**src/rtl/core/cpls_pkg.sv**
```systemverilog
// Shared constants, phase codes and types for the program length scanner.
package cpls_pkg;

    localparam int MAX_BYTES = 4096;
    localparam int LEN_W     = 13;
    localparam int SUM_W     = 8;
    localparam int PEND_W    = 5;
    localparam int PHASE_W   = 3;

    localparam logic [PHASE_W-1:0] PH_START  = 3'd0;
    localparam logic [PHASE_W-1:0] PH_SKIP   = 3'd1;
    localparam logic [PHASE_W-1:0] PH_ALPHA  = 3'd2;
    localparam logic [PHASE_W-1:0] PH_LBL2   = 3'd3;
    localparam logic [PHASE_W-1:0] PH_LBL3   = 3'd4;
    localparam logic [PHASE_W-1:0] PH_DIGITS = 3'd5;
    localparam logic [PHASE_W-1:0] PH_DONE   = 3'd6;

    localparam logic [7:0] DIGIT_LO   = 8'h10;
    localparam logic [7:0] DIGIT_HI   = 8'h1c;
    localparam logic [7:0] ALPHA_MIN  = 8'h1d;
    localparam logic [7:0] LBL_2BYTE  = 8'hce;
    localparam logic [3:0] NIB_F      = 4'hf;

    typedef struct packed {
        logic [PHASE_W-1:0] phase;
        logic [PEND_W-1:0]  pending;
        logic [LEN_W-1:0]   position;
        logic [SUM_W-1:0]   sum;
    } scan_state_t;

    typedef struct packed {
        logic             valid;
        logic [LEN_W-1:0] length;
        logic [SUM_W-1:0] sum;
        logic             end_found;
        logic             truncated;
    } scan_result_t;

    localparam scan_state_t SCAN_RESET = '{
        phase:    PH_START,
        pending:  '0,
        position: '0,
        sum:      '0
    };

endpackage

```
**src/rtl/core/cpls_byte_if.sv**
```systemverilog
// Byte request channel and result channel interfaces for the scanner.
interface cpls_byte_if;
    logic       valid;
    logic       ready;
    logic [7:0] data_byte;
    logic       last_byte;

    modport source (output valid, output data_byte, output last_byte, input ready);
    modport sink   (input valid, input data_byte, input last_byte, output ready);
endinterface

interface cpls_result_if;
    logic                            valid;
    logic                            ready;
    logic [cpls_pkg::LEN_W-1:0]      program_length;
    logic [cpls_pkg::SUM_W-1:0]      byte_sum;
    logic                            end_found;
    logic                            truncated;

    modport source (output valid, output program_length, output byte_sum,
                    output end_found, output truncated, input ready);
    modport sink   (input valid, input program_length, input byte_sum,
                    input end_found, input truncated, output ready);
endinterface

```
**src/rtl/core/cpls_step.sv**
```systemverilog
// Next-state and result logic for one image byte.
module cpls_step (
    input  cpls_pkg::scan_state_t  cur,
    input  logic [7:0]             data_byte,
    input  logic                   last_byte,
    output cpls_pkg::scan_state_t  nxt,
    output cpls_pkg::scan_result_t res
);

    // returns {phase, pending} for the first byte of an instruction
    function automatic logic [cpls_pkg::PHASE_W+cpls_pkg::PEND_W-1:0] begin_instr(
        input logic [7:0] b
    );
        logic [cpls_pkg::PHASE_W-1:0] ph;
        logic [cpls_pkg::PEND_W-1:0]  pd;
        ph = cpls_pkg::PH_START;
        pd = '0;
        unique case (b[7:4])
            4'h1:
            begin
                ph = (b >= cpls_pkg::ALPHA_MIN) ? cpls_pkg::PH_ALPHA : cpls_pkg::PH_DIGITS;
            end
            4'h9, 4'ha, 4'hb:
            begin
                ph = cpls_pkg::PH_SKIP;
                pd = 5'd1;
            end
            4'hc:
            begin
                if (b >= cpls_pkg::LBL_2BYTE)
                begin
                    ph = cpls_pkg::PH_SKIP;
                    pd = 5'd1;
                end
                else
                begin
                    ph = cpls_pkg::PH_LBL2;
                end
            end
            4'hd, 4'he:
            begin
                ph = cpls_pkg::PH_SKIP;
                pd = 5'd2;
            end
            4'hf:
            begin
                pd = {1'b0, b[3:0]};
                ph = (b[3:0] != 4'h0) ? cpls_pkg::PH_SKIP : cpls_pkg::PH_START;
            end
            default:
            begin
                ph = cpls_pkg::PH_START;
            end
        endcase
        return {ph, pd};
    endfunction

    cpls_pkg::scan_state_t upd;
    logic                  counting;
    logic                  ended;
    logic                  trunc;

    always_comb
    begin
        upd      = cur;
        ended    = 1'b0;
        counting = (cur.phase != cpls_pkg::PH_DONE) &&
                   (cur.position < cpls_pkg::LEN_W'(cpls_pkg::MAX_BYTES));
        if (counting)
        begin
            upd.position = cur.position + 1'b1;
            upd.sum      = cur.sum + data_byte;
            unique case (cur.phase)
                cpls_pkg::PH_DIGITS:
                begin
                    if (data_byte < cpls_pkg::DIGIT_LO || data_byte > cpls_pkg::DIGIT_HI)
                        {upd.phase, upd.pending} = begin_instr(data_byte);
                end
                cpls_pkg::PH_SKIP:
                begin
                    if (cur.pending > 5'd1)
                        upd.pending = cur.pending - 1'b1;
                    else
                    begin
                        upd.pending = '0;
                        upd.phase   = cpls_pkg::PH_START;
                    end
                end
                cpls_pkg::PH_ALPHA:
                begin
                    if (data_byte[7:4] == cpls_pkg::NIB_F && data_byte[3:0] != 4'h0)
                    begin
                        upd.pending = {1'b0, data_byte[3:0]};
                        upd.phase   = cpls_pkg::PH_SKIP;
                    end
                    else
                    begin
                        upd.pending = '0;
                        upd.phase   = cpls_pkg::PH_START;
                    end
                end
                cpls_pkg::PH_LBL2:
                begin
                    upd.phase = cpls_pkg::PH_LBL3;
                end
                cpls_pkg::PH_LBL3:
                begin
                    if (data_byte[7])
                    begin
                        upd.pending = {1'b0, data_byte[3:0]};
                        upd.phase   = (data_byte[3:0] != 4'h0) ? cpls_pkg::PH_SKIP
                                                              : cpls_pkg::PH_START;
                    end
                    else
                    begin
                        upd.phase   = cpls_pkg::PH_DONE;
                        upd.pending = '0;
                        ended       = 1'b1;
                    end
                end
                default:
                begin
                    {upd.phase, upd.pending} = begin_instr(data_byte);
                end
            endcase
        end

        trunc = (upd.phase == cpls_pkg::PH_SKIP) || (upd.phase == cpls_pkg::PH_ALPHA) ||
                (upd.phase == cpls_pkg::PH_LBL2) || (upd.phase == cpls_pkg::PH_LBL3);

        res.length    = upd.position;
        res.sum       = upd.sum;
        res.end_found = ended;
        res.truncated = ended ? 1'b0 : trunc;
        res.valid     = ended || (last_byte && upd.phase != cpls_pkg::PH_DONE);

        nxt = last_byte ? cpls_pkg::SCAN_RESET : upd;
    end

endmodule

```
**src/rtl/core/calc_program_length_scanner.sv**
```systemverilog
// Top level of the calculator program length scanner.
//
//  channel | dir | payload                                          | accepted when
//  image   | in  | data_byte[7:0], last_byte                        | valid && ready
//  result  | out | program_length[12:0], byte_sum[7:0], end_found,  | valid && ready
//          |     | truncated                                        |
//
// One byte per cycle while image ready is high; the scan state updates at the edge that takes the byte.
// A result sits in the output register the cycle after its byte is taken.
// Image ready drops only while a result waits and result.ready is low.
// rst_n clears the scan state and the output valid; no clearing pass.
module calc_program_length_scanner (
    input  logic                  clk,
    input  logic                  rst_n,
    cpls_byte_if.sink             image,
    cpls_result_if.source         result
);

    cpls_pkg::scan_state_t  state_reg;
    cpls_pkg::scan_state_t  state_next;
    cpls_pkg::scan_result_t step_res;

    logic                         res_valid_reg;
    logic [cpls_pkg::LEN_W-1:0]   res_len_reg;
    logic [cpls_pkg::SUM_W-1:0]   res_sum_reg;
    logic                         res_end_reg;
    logic                         res_trunc_reg;
    logic                         take;

    cpls_step u_step (
        .cur       (state_reg),
        .data_byte (image.data_byte),
        .last_byte (image.last_byte),
        .nxt       (state_next),
        .res       (step_res)
    );

    assign image.ready = !res_valid_reg || result.ready;
    assign take        = image.valid && image.ready;

    always_ff @(posedge clk or negedge rst_n)
    begin
        if (!rst_n)
        begin
            state_reg     <= cpls_pkg::SCAN_RESET;
            res_valid_reg <= 1'b0;
        end
        else
        begin
            if (take)
            begin
                state_reg     <= state_next;
                res_valid_reg <= step_res.valid;
            end
            else if (result.ready)
            begin
                res_valid_reg <= 1'b0;
            end
        end
    end

    always_ff @(posedge clk)
    begin
        if (take && step_res.valid)
        begin
            res_len_reg   <= step_res.length;
            res_sum_reg   <= step_res.sum;
            res_end_reg   <= step_res.end_found;
            res_trunc_reg <= step_res.truncated;
        end
    end

    assign result.valid          = res_valid_reg;
    assign result.program_length = res_len_reg;
    assign result.byte_sum       = res_sum_reg;
    assign result.end_found      = res_end_reg;
    assign result.truncated      = res_trunc_reg;

endmodule

```
**src/flat_wrapper.sv**
```systemverilog
// flat-port wrapper written by rule: the top's interface ports become plain ports
module calc_program_length_scanner_flat 
  (clk, rst_n, image_valid, image_data_byte, image_last_byte, image_ready, result_valid, result_program_length, result_byte_sum, result_end_found, result_truncated, result_ready);
  cpls_byte_if image_i ();
  cpls_result_if result_i ();
  input  logic clk;
  input  logic rst_n;
  input wire logic [$bits(image_i.valid)-1:0] image_valid;
  input wire logic [$bits(image_i.data_byte)-1:0] image_data_byte;
  input wire logic [$bits(image_i.last_byte)-1:0] image_last_byte;
  output wire logic [$bits(image_i.ready)-1:0] image_ready;
  output wire logic [$bits(result_i.valid)-1:0] result_valid;
  output wire logic [$bits(result_i.program_length)-1:0] result_program_length;
  output wire logic [$bits(result_i.byte_sum)-1:0] result_byte_sum;
  output wire logic [$bits(result_i.end_found)-1:0] result_end_found;
  output wire logic [$bits(result_i.truncated)-1:0] result_truncated;
  input wire logic [$bits(result_i.ready)-1:0] result_ready;
  assign image_i.valid = image_valid;
  assign image_i.data_byte = image_data_byte;
  assign image_i.last_byte = image_last_byte;
  assign image_ready = image_i.ready;
  assign result_valid = result_i.valid;
  assign result_program_length = result_i.program_length;
  assign result_byte_sum = result_i.byte_sum;
  assign result_end_found = result_i.end_found;
  assign result_truncated = result_i.truncated;
  assign result_i.ready = result_ready;
  calc_program_length_scanner u_core (.clk(clk), .rst_n(rst_n), .image(image_i), .result(result_i));
endmodule
```
**config.mk**
```make
export PLATFORM = sky130hd
export DESIGN_NAME = calc_program_length_scanner_flat
export DESIGN_NICKNAME = d
export VERILOG_FILES = /design/src/rtl/core/cpls_pkg.sv /design/src/rtl/core/cpls_byte_if.sv /design/src/rtl/core/cpls_step.sv /design/src/rtl/core/calc_program_length_scanner.sv /design/src/flat_wrapper.sv
export SDC_FILE = /design/constraint.sdc
export NUM_CORES = 1
export LEC_CHECK = 0
export ABC_AREA = 0
export BUFFER_PORTS_ARGS = -buffer_cell sky130_fd_sc_hd__buf_2
export CORE_UTILIZATION = 58
export DETAILED_ROUTE_END_ITERATION = 8
export PLACE_DENSITY_LB_ADDON = 0.15
export SYNTH_ARGS = -nofsm -noshare
export SYNTH_HDL_FRONTEND = slang
export SYNTH_SLANG_ARGS = --single-unit
```
**constraint.sdc**
```tcl
create_clock -name clk -period 3.29 [get_ports clk]
set_input_delay 0.658 -clock clk [delete_from_list [all_inputs] [get_ports clk]]
set_output_delay 0.658 -clock clk [all_outputs]
set_load 0.02 [all_outputs]
```
==> results.toml <==
[worst_setup_path]
worstPathMaxFanout = 5
endpoint_kind = "register"
cp.required_ns = 3.36
path_buf_inv = 1
path_delay_family = "compound AO/OA/AOI/OAI gates"
crit_top_cell = "a21oi_1"
cp-start-kind = "primary input"
arrival_ns = 2.46
setup.worst_path.class = "primary input to register"
critPathSlowestCell = "fa_1"
max_stage_delay_ns = 0.41
path_cells = "buf_2 > ha_1 > fa_1 > a21o_1 > a21oi_1 > o21bai_1 > a21oi_1 > xnor2_1 > mux2_2"

[cts]
cts_buffers = 5
ctsResizeCount = 0
clock_latency_ns = 0.31
cts_setup_buffers = 0
root_buffer = "clkbuf_8"
clockBufferDepth = 2
clock-sinks = 53
cts_tree = "done"
cts_hold_buf = 0
path_clk_slew_ns = 0.10
h-tree-depth = 2

[timing]
max_slew.worst_pin.slew_ns = 0.817
period_share_pct = 72.8
slew_headroom_pct = 45.3
timing.final.ws_setup_ns = 0.896
min_period_ns = 2.39
skew_ns = 0.00740
drv_slew = 0
tns_ns = 0
max_freq_mhz = 418
hold_viol_final = 0
setup_viol = 0
rsz0062_at_grt = "false"

[logic_synthesis]
synth.distinct_cells = 55
synth_top_flop_cell = "dfrtp_1"
synthesis.area_um2 = 3090
ys_top_cells_by_area = "dfrtp_1, edfxtp_1, nand2_1, o21ai_0, ha_1"
syn_area_per_cell_um2 = 9.95
synth_fp_nets = 335
yosysWarnings = 0
synthCells = 311
ys_ff_latch = 53
yosysTopAreaCell = "dfrtp_1"
async_flop_share_pct = 56.6
synth_edf_count = 23
synth_top_area_share_pct = 24.3
seq_area_frac_synth_pct = 46.6

[run]
cap_violations = 0

[grt]
grt_max_degree = 31
grt_pass1_wl_mm = 11.2
antenna_found_initial = 0
grt_pass1_vias = 2324
grt_usage_pct = 26.9
grt_overflow = 0

[drt]
dr_wl_met2_mm = 3.06
met3WireLength_um = 411
drt_first_pass_iters = 6
dr_total_vias = 2533
detail_route.vias_per_cell = 6.15
wl_per_cell_um = 16.6
top_layer_used = "met4"
totalWireLength_mm = 6.82
first_iter_violations = 228
ant_nets = 0
drc = 0
wl_met1_mm = 3.29

[placed_design]
place_ws_ns = 0.572
dpl.hpwl_mm = 4.62
place_congestion = 0.850
port_buffers = 37

[die]
die_area_um2 = 5630
die_h_um = 75.0
rows = 26
io_pins = 38
dieWidth_um = 75.0
start_util_pct = 60.6
core_area_um2 = 5110

[cells_and_area]
fillers = 410
final_layout_size_suffix_gt1_share_pct = 18.7
diodes = 0
area_delta_synth_final_pct = 11.0
fin_nets = 365
largest_reg_flops = 29

[pwr]
peakVddDrop_v = 0.000421
p_leak_nw = 1.47
power_density_nw_per_um2 = 514

[min_path]
holdCritPathClass = "primary input to async pin"

[run_status]
status = "finished clean"
-- per-layer routing --
layer	GRT usage [%]	vias to the layer above
met5	0	-
met4	6.29	0
met3	5.09	6
met2	42.1	84
met1	38.8	1242
li1	-	1201
-- cell usage in the layout (no fill, tap or decap), drive strengths merged, types with 3 or more instances in the layout --
cell type | synthesis | layout
xnor2 | 14 | 14
a21oi | 13 | 13
edfxtp | 23 | 23
a31oi | 3 | 3
nand2 | 42 | 42
nor3 | 6 | 6
dfrtp | 30 | 30
nor2 | 16 | 16
and3 | 9 | 9
clkbuf | 11 | 5
ha | 10 | 10
a22o | 10 | 10
o21ai | 32 | 32
a211oi | 3 | 3
a32o | 4 | 4
buf | 7 | 41
mux2i | 3 | 3
nand2b | 3 | 3
o31ai | 7 | 7
xor2 | 7 | 7
inv | 10 | 11
nor4 | 3 | 3
nand4 | 3 | 3
nand3 | 10 | 10
-- path summary, 6_finish.rpt --
kind | endpoint | slack (ns) | from | cells after the start
worst max-delay path | u_core.result.byte_sum[6]$_DFFE_PP_ | 0.90 | image_data_byte[0] | 9
worst min-delay path | u_core.state_reg[23]$_DFFE_PN0P_ | 0.38 | rst_n | 1
worst max register to register | u_core.result.truncated$_SDFFCE_PP0P_ | 0.92 | u_core.state_reg[28]$_DFFE_PN0P_ | 7
worst min register to register | u_core.state_reg[25]$_DFFE_PN0P_ | 0.48 | u_core.state_reg[25]$_DFFE_PN0P_ | 1
max in group asynchronous | u_core.state_reg[6]$_DFFE_PN0P_ | 2.43 | rst_n | 1
min in group clk | u_core.state_reg[25]$_DFFE_PN0P_ | 0.48 | u_core.state_reg[25]$_DFFE_PN0P_ | 1
-- power breakdown --
group | leakage (nW) | total, mW | switching (mW) | internal (mW)
logic | 0.786 | 0.470 | 0.263 | 0.207
clock network | 0.0585 | 0.453 | 0.225 | 0.228
registers | 0.626 | 0.843 | 0.0615 | 0.781
total | 1.47 | 1.77 | 0.549 | 1.22
-- worst register-to-register path, stage by stage (launching register included) --
cell and delay [ns]:
dfrtp_1 0.59, nand3b_1 0.21, nand2b_1 0.07, buf_4 0.20, or4_1 0.54, o32ai_2 0.32
a21oi_2 0.07, xnor2_1 0.13
-- cell families after synthesis --
logic type,share of synthesized area [%]
buffers and inverters,3.72
adders and majority gates,4.69
DFF,46.6
xor gates and xnor gates,5.95
muxes,1.70
AOI/OAI and AO/OA,19.9
and+or+nand+nor,17.5
-- area by class of cell --
class / instances / area [um^2] / share of cell area, %
Clock buffer: 5 / 68.8 / 2.00
Clock inverter: 3 / 43.8 / 1.28
Inverter: 10 / 37.5 / 1.09
Timing Repair Buffer: 41 / 215 / 6.27
Sequential cell: 53 / 1440 / 42.0
Tap cell: 70 / 87.6 / 2.55
Multi-Input combinational cell: 230 / 1540 / 44.8
-- cells in the mapped netlist, types with 4 or more instances --
library cell / n
ha_1: 10
clkbuf_1: 10
a21oi_1: 12
dfrtp_1: 30
edfxtp_1: 23
xor2_1: 7
nand2_1: 42
nor3_1: 6
buf_2: 7
a32o_1: 4
and3_1: 9
o21ai_0: 30
xnor2_1: 14
a22o_1: 10
inv_1: 10
nand3_1: 10
nor2_1: 16
o31ai_1: 7
-- stage by stage --
step	power, mW	cells	area, um^2	hold WS, ns	util [%]
finish	1.77	412	3430	0.384	67.2
global route	1.86	412	3430	0.435	67.2
CTS	1.77	412	3430	0.416	67.2
detailed placement	1.32	404	3320	0.476	65.0
global placement	1.30	404	3320	0.471	65.0
floorplan	1.20	311	3090	0.362	-
Note: power is estimated with default switching activity, not from simulation.
